===== config.mk =====
export PLATFORM = sky130hd
export DESIGN_NAME = indexed_max_heap
export DESIGN_NICKNAME = d
export VERILOG_FILES = /design/src/imh_pkg.sv /design/src/indexed_max_heap.sv
export SDC_FILE = /design/constraint.sdc
export NUM_CORES = 1
export LEC_CHECK = 0
export ABC_CLOCK_PERIOD_IN_PS = 11200
export BUFFER_PORTS_ARGS = -buffer_cell sky130_fd_sc_hd__buf_2
export CORE_ASPECT_RATIO = 0.7
export CORE_MARGIN = 5
export CORE_UTILIZATION = 35
export DETAILED_ROUTE_END_ITERATION = 7
export PLACE_DENSITY = 0.5
export SLEW_MARGIN = 10
export SYNTH_ARGS = -nofsm -noshare
export SYNTH_HDL_FRONTEND = slang
export SYNTH_SLANG_ARGS = --single-unit

===== constraint.sdc =====
create_clock -name clk_i -period 11.2 [get_ports clk_i]
set_input_delay 1.68 -clock clk_i [delete_from_list [all_inputs] [get_ports clk_i]]
set_output_delay 1.68 -clock clk_i [all_outputs]
set_load 0.1 [all_outputs]

===== src/imh_pkg.sv =====
// types and constants shared by the indexed max-heap
package imh_pkg;

  localparam int CAPACITY = 64;
  localparam int ID_W     = 6;
  localparam int ID_COUNT = 1 << ID_W;
  localparam int SLOT_W   = $clog2(CAPACITY + 1);
  localparam int ADDR_W   = $clog2(CAPACITY);
  localparam int COUNT_W  = 7;

  typedef enum logic [1:0] {
    ST_OK     = 2'd0,
    ST_FULL   = 2'd1,
    ST_DUP    = 2'd2,
    ST_ABSENT = 2'd3
  } status_e;

  typedef enum logic {
    FN_INSERT = 1'b0,
    FN_DELETE = 1'b1
  } func_e;

  typedef enum logic [2:0] {
    S_IDLE,
    S_CHECK,
    S_DLOAD,
    S_UP,
    S_DOWN,
    S_PLACE,
    S_RESP
  } state_e;

  typedef struct packed {
    logic            tag;
    logic [ID_W-1:0] id;
  } entry_t;

endpackage


===== src/indexed_max_heap.sv =====
// indexed binary max-heap of identifiers with a per-entry tag
//
// usage
// - an item (func_i, item_id_i, tag_bit_i) is taken at a rising edge with start high
//   and busy low; func_i selects insert of item_id_i with tag_bit_i, or delete of
//   item_id_i wherever it sits in the heap
// - each item gives exactly one result: done_o is high for one cycle and the result
//   ports (top entry, entry count, status) are valid in that cycle only
// - the receiver cannot hold a result off; busy stays high until the result is out
// - order of work: a rejected item goes from the check straight to the result; an
//   insert into an empty heap or a delete of the last slot needs no walk; else an insert
//   walks up, and a delete loads the last entry, then walks up or down, one heap level
//   per step, before placing; a new item can be taken in the idle cycle after done_o
// - the walk is one comparison per cycle through the two-read-port heap memory, one
//   level per cycle; the moving entry stays in a register and only the displaced entry
//   is written each cycle, so a swap costs one write to each memory
// - reset clears the entry count and the presence bits, so the heap is empty and no
//   memory clearing pass is needed; heap memory contents are don't-care until written
// - rejected items (insert when full, duplicate insert, delete of an absent id) leave
//   the heap untouched and only set the status
module indexed_max_heap (
  input  logic                          clk_i,
  input  logic                          rst_ni,
  input  logic                          start,
  output logic                          busy,
  input  logic                          func_i,
  input  logic [imh_pkg::ID_W-1:0]      item_id_i,
  input  logic                          tag_bit_i,
  output logic                          done_o,
  output logic                          top_valid_o,
  output logic [imh_pkg::ID_W-1:0]      top_id_o,
  output logic                          top_tag_o,
  output logic [imh_pkg::COUNT_W-1:0]   entry_count_o,
  output logic [1:0]                    status_o
);

  localparam int SW = imh_pkg::SLOT_W;
  localparam int AW = imh_pkg::ADDR_W;

  // control state
  imh_pkg::state_e              state_q, state_d;
  logic [SW-1:0]                size_q, size_d;
  logic [imh_pkg::ID_COUNT-1:0] present_q, present_d;

  // item and walk registers
  logic                         func_q, func_d;
  logic [imh_pkg::ID_W-1:0]     id_q, id_d;
  logic                         tag_q, tag_d;
  imh_pkg::status_e             status_q, status_d;
  imh_pkg::entry_t              mov_q, mov_d;
  logic [SW-1:0]                hole_q, hole_d;
  logic                         moved_q, moved_d;
  imh_pkg::entry_t              top_q;

  // heap memory: slot s (1-based) lives at address s-1, two read ports
  imh_pkg::entry_t              heap_mem [imh_pkg::CAPACITY];
  logic                         heap_we;
  logic [AW-1:0]                heap_waddr, heap_ra, heap_rb;
  imh_pkg::entry_t              heap_wdata, rd_a_q, rd_b_q;

  // position map: slot-1 of each id, meaningful only where present_q is set
  logic [AW-1:0]                slot_mem [imh_pkg::ID_COUNT];
  logic                         slot_we;
  logic [imh_pkg::ID_W-1:0]     slot_waddr;
  logic [AW-1:0]                slot_wdata, slot_rd_q;

  // walk arithmetic
  logic [SW-1:0]                size_inc, size_dec, parent, grand, dl_slot;
  logic [SW:0]                  cur_child, dl_child, big_slot, big_child;
  logic                         ins_full, ins_dup, up_go, cur_down, dl_down;
  logic                         pick_b, dn_go, dn_more;
  imh_pkg::entry_t              big;

  assign size_inc  = size_q + 1'b1;
  assign size_dec  = size_q - 1'b1;
  assign parent    = hole_q >> 1;
  assign grand     = parent >> 1;
  assign dl_slot   = {1'b0, slot_rd_q} + 1'b1;

  assign ins_full  = (size_q == SW'(imh_pkg::CAPACITY));
  assign ins_dup   = present_q[id_q];

  // sift up: moving entry beats its parent
  assign up_go     = (rd_a_q.id < mov_q.id);

  // sift down: children of the current hole and of a freshly loaded delete slot
  assign cur_child = {hole_q, 1'b0};
  assign dl_child  = {dl_slot, 1'b0};
  assign cur_down  = (cur_child <= {1'b0, size_q});
  assign dl_down   = (dl_child <= {1'b0, size_dec});

  // larger child, right one only if it exists
  assign pick_b    = ((cur_child + 1'b1) <= {1'b0, size_q}) && (rd_b_q.id > rd_a_q.id);
  assign big       = pick_b ? rd_b_q : rd_a_q;
  assign big_slot  = pick_b ? (cur_child + 1'b1) : cur_child;
  assign big_child = {big_slot[SW-1:0], 1'b0};
  assign dn_go     = (big.id > mov_q.id);
  assign dn_more   = (big_child <= {1'b0, size_q});

  // next state
  always_comb begin
    state_d = state_q;
    unique case (state_q)
      imh_pkg::S_IDLE: begin
        if (start) state_d = imh_pkg::S_CHECK;
      end
      imh_pkg::S_CHECK: begin
        if (func_q == imh_pkg::FN_INSERT) begin
          if (ins_full || ins_dup) state_d = imh_pkg::S_RESP;
          else if (size_q != '0)   state_d = imh_pkg::S_UP;
          else                     state_d = imh_pkg::S_PLACE;
        end else begin
          if (!present_q[id_q]) state_d = imh_pkg::S_RESP;
          else                  state_d = imh_pkg::S_DLOAD;
        end
      end
      imh_pkg::S_DLOAD: begin
        // removing the last slot needs no walk
        if (dl_slot == size_q)          state_d = imh_pkg::S_RESP;
        else if ((dl_slot >> 1) != '0)  state_d = imh_pkg::S_UP;
        else if (dl_down)               state_d = imh_pkg::S_DOWN;
        else                            state_d = imh_pkg::S_PLACE;
      end
      imh_pkg::S_UP: begin
        if (up_go) begin
          if (grand != '0) state_d = imh_pkg::S_UP;
          else             state_d = imh_pkg::S_PLACE;
        end else if (func_q == imh_pkg::FN_INSERT || moved_q) begin
          state_d = imh_pkg::S_PLACE;
        end else if (cur_down) begin
          state_d = imh_pkg::S_DOWN;
        end else begin
          state_d = imh_pkg::S_PLACE;
        end
      end
      imh_pkg::S_DOWN: begin
        if (dn_go && dn_more) state_d = imh_pkg::S_DOWN;
        else                  state_d = imh_pkg::S_PLACE;
      end
      imh_pkg::S_PLACE: state_d = imh_pkg::S_RESP;
      imh_pkg::S_RESP:  state_d = imh_pkg::S_IDLE;
      default:          state_d = imh_pkg::S_IDLE;
    endcase
  end

  // datapath and memory controls
  always_comb begin
    size_d     = size_q;
    present_d  = present_q;
    func_d     = func_q;
    id_d       = id_q;
    tag_d      = tag_q;
    status_d   = status_q;
    mov_d      = mov_q;
    hole_d     = hole_q;
    moved_d    = moved_q;
    heap_we    = 1'b0;
    heap_waddr = AW'(hole_q - 1'b1);
    heap_wdata = mov_q;
    heap_ra    = '0;
    heap_rb    = '0;
    slot_we    = 1'b0;
    slot_waddr = mov_q.id;
    slot_wdata = AW'(hole_q - 1'b1);
    unique case (state_q)
      imh_pkg::S_IDLE: begin
        if (start) begin
          func_d   = func_i;
          id_d     = item_id_i;
          tag_d    = tag_bit_i;
          status_d = imh_pkg::ST_OK;
        end
      end
      imh_pkg::S_CHECK: begin
        if (func_q == imh_pkg::FN_INSERT) begin
          if (ins_full) begin
            status_d = imh_pkg::ST_FULL;
          end else if (ins_dup) begin
            status_d = imh_pkg::ST_DUP;
          end else begin
            size_d          = size_inc;
            present_d[id_q] = 1'b1;
            hole_d          = size_inc;
            mov_d           = '{tag: tag_q, id: id_q};
            moved_d         = 1'b0;
            heap_ra         = AW'((size_inc >> 1) - 1'b1);
          end
        end else begin
          if (!present_q[id_q]) begin
            status_d = imh_pkg::ST_ABSENT;
          end else begin
            // fetch the last entry, slot lookup reads id_q
            heap_ra = AW'(size_dec);
          end
        end
      end
      imh_pkg::S_DLOAD: begin
        present_d[id_q] = 1'b0;
        size_d          = size_dec;
        if (dl_slot != size_q) begin
          mov_d   = rd_a_q;
          hole_d  = dl_slot;
          moved_d = 1'b0;
          if ((dl_slot >> 1) != '0) begin
            heap_ra = AW'((dl_slot >> 1) - 1'b1);
          end else begin
            heap_ra = AW'(dl_child - 1'b1);
            heap_rb = AW'(dl_child);
          end
        end
      end
      imh_pkg::S_UP: begin
        if (up_go) begin
          // parent drops into the hole
          heap_we    = 1'b1;
          heap_wdata = rd_a_q;
          slot_we    = 1'b1;
          slot_waddr = rd_a_q.id;
          hole_d     = parent;
          moved_d    = 1'b1;
          heap_ra    = AW'(grand - 1'b1);
        end else begin
          heap_ra = AW'(cur_child - 1'b1);
          heap_rb = AW'(cur_child);
        end
      end
      imh_pkg::S_DOWN: begin
        if (dn_go) begin
          // larger child rises into the hole
          heap_we    = 1'b1;
          heap_wdata = big;
          slot_we    = 1'b1;
          slot_waddr = big.id;
          hole_d     = big_slot[SW-1:0];
          heap_ra    = AW'(big_child - 1'b1);
          heap_rb    = AW'(big_child);
        end
      end
      imh_pkg::S_PLACE: begin
        heap_we = 1'b1;
        slot_we = 1'b1;
      end
      imh_pkg::S_RESP: begin
      end
      default: begin
      end
    endcase
  end

  always_ff @(posedge clk_i or negedge rst_ni) begin
    if (!rst_ni) begin
      state_q   <= imh_pkg::S_IDLE;
      size_q    <= '0;
      present_q <= '0;
    end else begin
      state_q   <= state_d;
      size_q    <= size_d;
      present_q <= present_d;
    end
  end

  always_ff @(posedge clk_i) begin
    func_q   <= func_d;
    id_q     <= id_d;
    tag_q    <= tag_d;
    status_q <= status_d;
    mov_q    <= mov_d;
    hole_q   <= hole_d;
    moved_q  <= moved_d;
  end

  // heap memory with registered reads; root copy kept for the result
  always_ff @(posedge clk_i) begin
    if (heap_we) heap_mem[heap_waddr] <= heap_wdata;
    rd_a_q <= heap_mem[heap_ra];
    rd_b_q <= heap_mem[heap_rb];
  end

  always_ff @(posedge clk_i) begin
    if (heap_we && heap_waddr == '0) top_q <= heap_wdata;
  end

  // position map memory
  always_ff @(posedge clk_i) begin
    if (slot_we) slot_mem[slot_waddr] <= slot_wdata;
    slot_rd_q <= slot_mem[id_q];
  end

  // result ports, valid while done_o is high
  assign busy          = (state_q != imh_pkg::S_IDLE);
  assign done_o        = (state_q == imh_pkg::S_RESP);
  assign top_valid_o   = (size_q != '0);
  assign top_id_o      = top_valid_o ? top_q.id : '0;
  assign top_tag_o     = top_valid_o ? top_q.tag : 1'b0;
  assign entry_count_o = imh_pkg::COUNT_W'(size_q);
  assign status_o      = status_q;

endmodule

==> results.sh <==
export IMPL_run_status="finished clean"
export IMPL_layout_setup_ws_ps=3400
export IMPL_routed_wire_length_per_instance_um=28.2
export IMPL_grt_antenna_before_repair=2
export IMPL_reg2regPathDepth=20
export IMPL_design_die_area_um2=129000
export IMPL_vias_per_cell=5.79
export IMPL_post_synth_edffs=864
export IMPL_report_final_setup_viol=0
export IMPL_global_route_usage_total_pct=21.5
export IMPL_worstSetupEndpointType="flip-flop"
export IMPL_r2r_setup_slack_ps=3400
export IMPL_tritoncts="yes"
export IMPL_ctsLongestPathBuffers=3
export IMPL_netSwitchingPower_mw=7.29
export IMPL_final_antenna_net_count=0
export IMPL_worst_endpoint_required_ps=11580
export IMPL_startpoint_type="flip-flop"
export IMPL_io_buffers=29
export IMPL_finalNetCount=3358
export IMPL_fin_worst_skew_ps=80.2
export IMPL_critical_path_cell_chain="ha_1 > nand4b_1 > o221ai_1 > o2bb2ai_1 > o221ai_1 > buf_4 > mux2i_1 > inv_1 > ha_1 > nand3_1 > a21oi_1 > o21a_1 > nor2_1 > a22oi_1 > a21boi_0 > inv_2 > buf_4 > nor2_1 > nand2_1 > nor2_1"
export IMPL_post_synth_num_cell_types=89
export IMPL_crit_arrival_ps=8180
export IMPL_proportion_of_synthesized_flip_flops_having_asynchronous_set_or_reset_pct=7.72
export IMPL_holdBufCountCts=0
export IMPL_critical_path_max_stage_delay_ps=770
export IMPL_clock_period_minus_final_worst_setup_slack_ps=7800
export IMPL_globalRouteOverflowTotal=0
export IMPL_floorplan_io_pins=30
export IMPL_setup_tns_final_ps=0
export IMPL_cts_made_buffers=98
export IMPL_die_height_um=302
export IMPL_place_worst_setup_slack_ps=3530
export IMPL_filler_cell_count=11520
export IMPL_timing_final_max_slew_violations=0
export IMPL_worstSkewPairLatency_ps=750
export IMPL_critical_path_endpoint="slot_mem[21][4]"
export IMPL_power_density_nw_per_um2=339
export IMPL_detail_route_wirelength_mm=141
export IMPL_holdCritPathClass="flip-flop to flip-flop"
export IMPL_design_core_area_um2=121000
export IMPL_cts_htree_levels=3
export IMPL_synth_yosys_warnings=0
export IMPL_drc=0
export IMPL_synth_sequential_area_ratio_pct=66.2
export IMPL_synth_seq_cells=958
export IMPL_wl_met2_mm=55.6
export IMPL_max_clock_freq_mhz=128
export IMPL_critical_path_slowest_cell="sky130_fd_sc_hd__a21boi_0"
export IMPL_initial_standard_cell_utilization_of_the_core_pct=35.1
export IMPL_post_synth_instance_area_um2=42600
export IMPL_clock_root_buffer="sky130_fd_sc_hd__clkbuf_16"
export IMPL_grt_setup_unrepaired="no"
export IMPL_post_cts_buffers=0
export IMPL_share_comb_of_total_power_pct=46.9
export IMPL_power_switching_fraction_pct=45.1
export IMPL_crit_path_frequent_cell="sky130_fd_sc_hd__nor2_1"
export IMPL_post_synth_cell_area_avg_um2=12.9
export IMPL_drive_above_1_share_pct=9.61
export IMPL_area_growth_syn_to_layout_pct=12.0
export IMPL_r2r_start="hole_q[3]"
export IMPL_first_iter_violations=3673
export IMPL_critical_path_reg2reg_endpoint="slot_mem[21][4]"
export IMPL_dr_total_vias=29079
export IMPL_grt_pass1_wl_mm=204
export IMPL_tightest_slew_ps=1240
export IMPL_rel_slew_slack_pct=17.5
export IMPL_timing_worst_setup_path_type="flip-flop to flip-flop"
export IMPL_detail_route_wirelength_met1_mm=68.4
export IMPL_place_hpwl_mm=90.2
export IMPL_detail_route_first_pass_iterations=6
export IMPL_routability_cong=0.894
export IMPL_startpoint_of_the_worst_setup_timing_path="hole_q[3]"
export IMPL_synth_main_ff_cell="sky130_fd_sc_hd__edfxtp_1"
export IMPL_grt_start_max_net_pins=134
export IMPL_max_vdd_ir_drop_mv=0.379
export IMPL_clock_transition_at_the_registers_of_the_reported_paths_ps=60
export IMPL_fin_crit_sh_pct=69.7
export IMPL_gate_count_after_technology_mapping=3314
export IMPL_timing_hold_violations_final=0
export IMPL_timing_max_cap_violations=0
export IMPL_die_w_um=427
export IMPL_grt_pass1_vias=27354
export IMPL_part_of_the_total_power_dissipated_in_the_clock_network_pct=20.3
export IMPL_cts_num_sinks=958
export IMPL_highest_signal_layer="met4"
export IMPL_met3_wirelength_mm=14.5
export IMPL_core_rowCount=107
export IMPL_sequentialPowerShare_pct=32.8
export IMPL_power_leakage_nw=16.3
export IMPL_cts_repair_resize_count=0
export IMPL_p_int_mw=8.87
export IMPL_cp_max_fo=43
export IMPL_syn_num_nets=3369
-- stage by stage --
| step | cell area (um^2) | std cells | total power, mW | hold WS, ps | utilization (%) |
|---|---|---|---|---|---|
| 4_1_cts | 47700 | 5018 | 16.1 | 527 | 39.3 |
| 6_report | 47700 | 5019 | 16.2 | 525 | 39.3 |
| 3_3_place_gp | 44500 | 4838 | 12.8 | 504 | 36.7 |
| 3_5_place_dp | 44500 | 4838 | 12.8 | 513 | 36.7 |
| 2_1_floorplan | 42600 | 3314 | 9.84 | 485 | - |
| 5_1_grt | 47700 | 5018 | 16.8 | 551 | 39.3 |
-- Yosys cell counts, types with 39 or more instances --
master                       n  area [um^2]
sky130_fd_sc_hd__a21oi_1   177          886
sky130_fd_sc_hd__and2_1     39          244
sky130_fd_sc_hd__a211oi_1   93          698
sky130_fd_sc_hd__nand2_1   375         1410
sky130_fd_sc_hd__edfxtp_1  864        25900
sky130_fd_sc_hd__buf_2      53          265
sky130_fd_sc_hd__o211ai_1   43          323
sky130_fd_sc_hd__nand4_1    59          369
sky130_fd_sc_hd__ha_1       44          551
sky130_fd_sc_hd__o21ai_0    75          375
sky130_fd_sc_hd__a31oi_1    50          313
sky130_fd_sc_hd__a22oi_1   189         1420
sky130_fd_sc_hd__inv_1      67          251
sky130_fd_sc_hd__nor2_1    239          897
sky130_fd_sc_hd__nand3_1   139          696
sky130_fd_sc_hd__clkbuf_1  116          435
sky130_fd_sc_hd__mux2i_1   164         1640
sky130_fd_sc_hd__dfrtp_1    74         1850
-- layout make-up --
class | instances | area (um^2) | area share, %
Sequential cell | 958 | 28200 | 59.1
Multi-Input combinational cell | 2081 | 13300 | 28.0
Clock buffer | 122 | 2560 | 5.37
Tap cell | 1635 | 2050 | 4.29
Timing Repair Buffer | 96 | 676 | 1.42
Clock inverter | 58 | 618 | 1.30
Inverter | 68 | 255 | 0.535
Antenna cell | 1 | 2.50 | 0.00525
-- logic make-up (layout without fill, tap and decap cells) --
logic type / count (synthesis) / count (layout) / synth area share [%]
simple gates: 992 / 992 / 10.7
flops: 958 / 958 / 66.2
compound gates: 800 / 800 / 13.0
buf+inv: 275 / 344 / 2.86
mux: 204 / 204 / 5.12
fa+ha+maj: 44 / 44 / 1.29
xor+xnor: 41 / 41 / 0.893
other cells: 0 / 1 / 0
-- flip-flops by register name (all words and copies together), names as in the netlist, 2 cells and up, named ones only --
register and cells:
slot_rd_q 6, heap_mem 448, rd_a_q 7, slot_mem 384
state_q 3, status_o 2, top_q 7, rd_b_q 7
id_q 6, mov_q 7, entry_count_o 7, hole_q 7
-- metal layers --
metal	vias up	global-route usage, %
met3	203	6.07
met4	0	4.56
li1	12769	-
met5	-	0
met1	14667	34.7
met2	1440	28.2
-- how the worst min path moves through the flow --
stage	depth (start not counted)	endpoint	slack, ps
after global routing	2	flip-flop	550
after detailed placement	2	flip-flop	510
after floorplan	2	mov_q[6]	480
after global placement	2	flip-flop	500
final	2	flip-flop	520
after CTS	2	flip-flop	530
-- critical path, delay by kind of cell, from the launching register on --
| family | cells | cell delay (ps) |
|---|---|---|
| AO/OA/AOI/OAI | 7 | 2510 |
| adder cells (fa/ha/maj) | 2 | 620 |
| buffers and inverters | 4 | 1210 |
| flip-flops | 1 | 700 |
| multiplexers | 1 | 310 |
| AND/OR/NAND/NOR | 6 | 2080 |
-- power groups by stage --
| stage | logic, mW | registers (mW) | clock network [mW] |
|---|---|---|---|
| 2_1_floorplan | 4.47 | 5.36 | 0 |
| 3_3_place_gp | 7.47 | 5.36 | 0 |
| 3_5_place_dp | 7.45 | 5.36 | 0 |
| 4_1_cts | 7.47 | 5.29 | 3.33 |
| 5_1_grt | 8.02 | 5.32 | 3.49 |
| 6_report | 7.58 | 5.30 | 3.28 |
-- layout by cell type, fill, tap and decap left out, types with 9 or more instances in the layout --
cell type                   count
sky130_fd_sc_hd__edfxtp_1     864
sky130_fd_sc_hd__nand2_1      373
sky130_fd_sc_hd__nor2_1       238
sky130_fd_sc_hd__a22oi_1      189
sky130_fd_sc_hd__a21oi_1      177
sky130_fd_sc_hd__mux2i_1      164
sky130_fd_sc_hd__nand3_1      139
sky130_fd_sc_hd__clkbuf_16     98
sky130_fd_sc_hd__a211oi_1      92
sky130_fd_sc_hd__o21ai_0       74
sky130_fd_sc_hd__dfrtp_1       74
sky130_fd_sc_hd__buf_4         66
sky130_fd_sc_hd__nand4_1       59
sky130_fd_sc_hd__inv_1         58
sky130_fd_sc_hd__a31oi_1       49
sky130_fd_sc_hd__ha_1          44
sky130_fd_sc_hd__o211ai_1      43
sky130_fd_sc_hd__and2_1        36
sky130_fd_sc_hd__nor2b_1       33
sky130_fd_sc_hd__mux2_2        32
sky130_fd_sc_hd__xnor2_1       30
sky130_fd_sc_hd__buf_2         28
sky130_fd_sc_hd__clkinv_1      27
sky130_fd_sc_hd__a221oi_1      24
sky130_fd_sc_hd__a22o_1        22
sky130_fd_sc_hd__o22ai_1       22
sky130_fd_sc_hd__clkbuf_1      22
sky130_fd_sc_hd__dfxtp_1       20
sky130_fd_sc_hd__nor3_1        19
sky130_fd_sc_hd__and3_1        16
sky130_fd_sc_hd__nor4_1        15
sky130_fd_sc_hd__a32oi_1       12
sky130_fd_sc_hd__nand2b_1      11
sky130_fd_sc_hd__clkinv_2      10
sky130_fd_sc_hd__o221ai_1       9
sky130_fd_sc_hd__inv_2          9
sky130_fd_sc_hd__o211a_1        9
(Power assumes the default switching activity.)
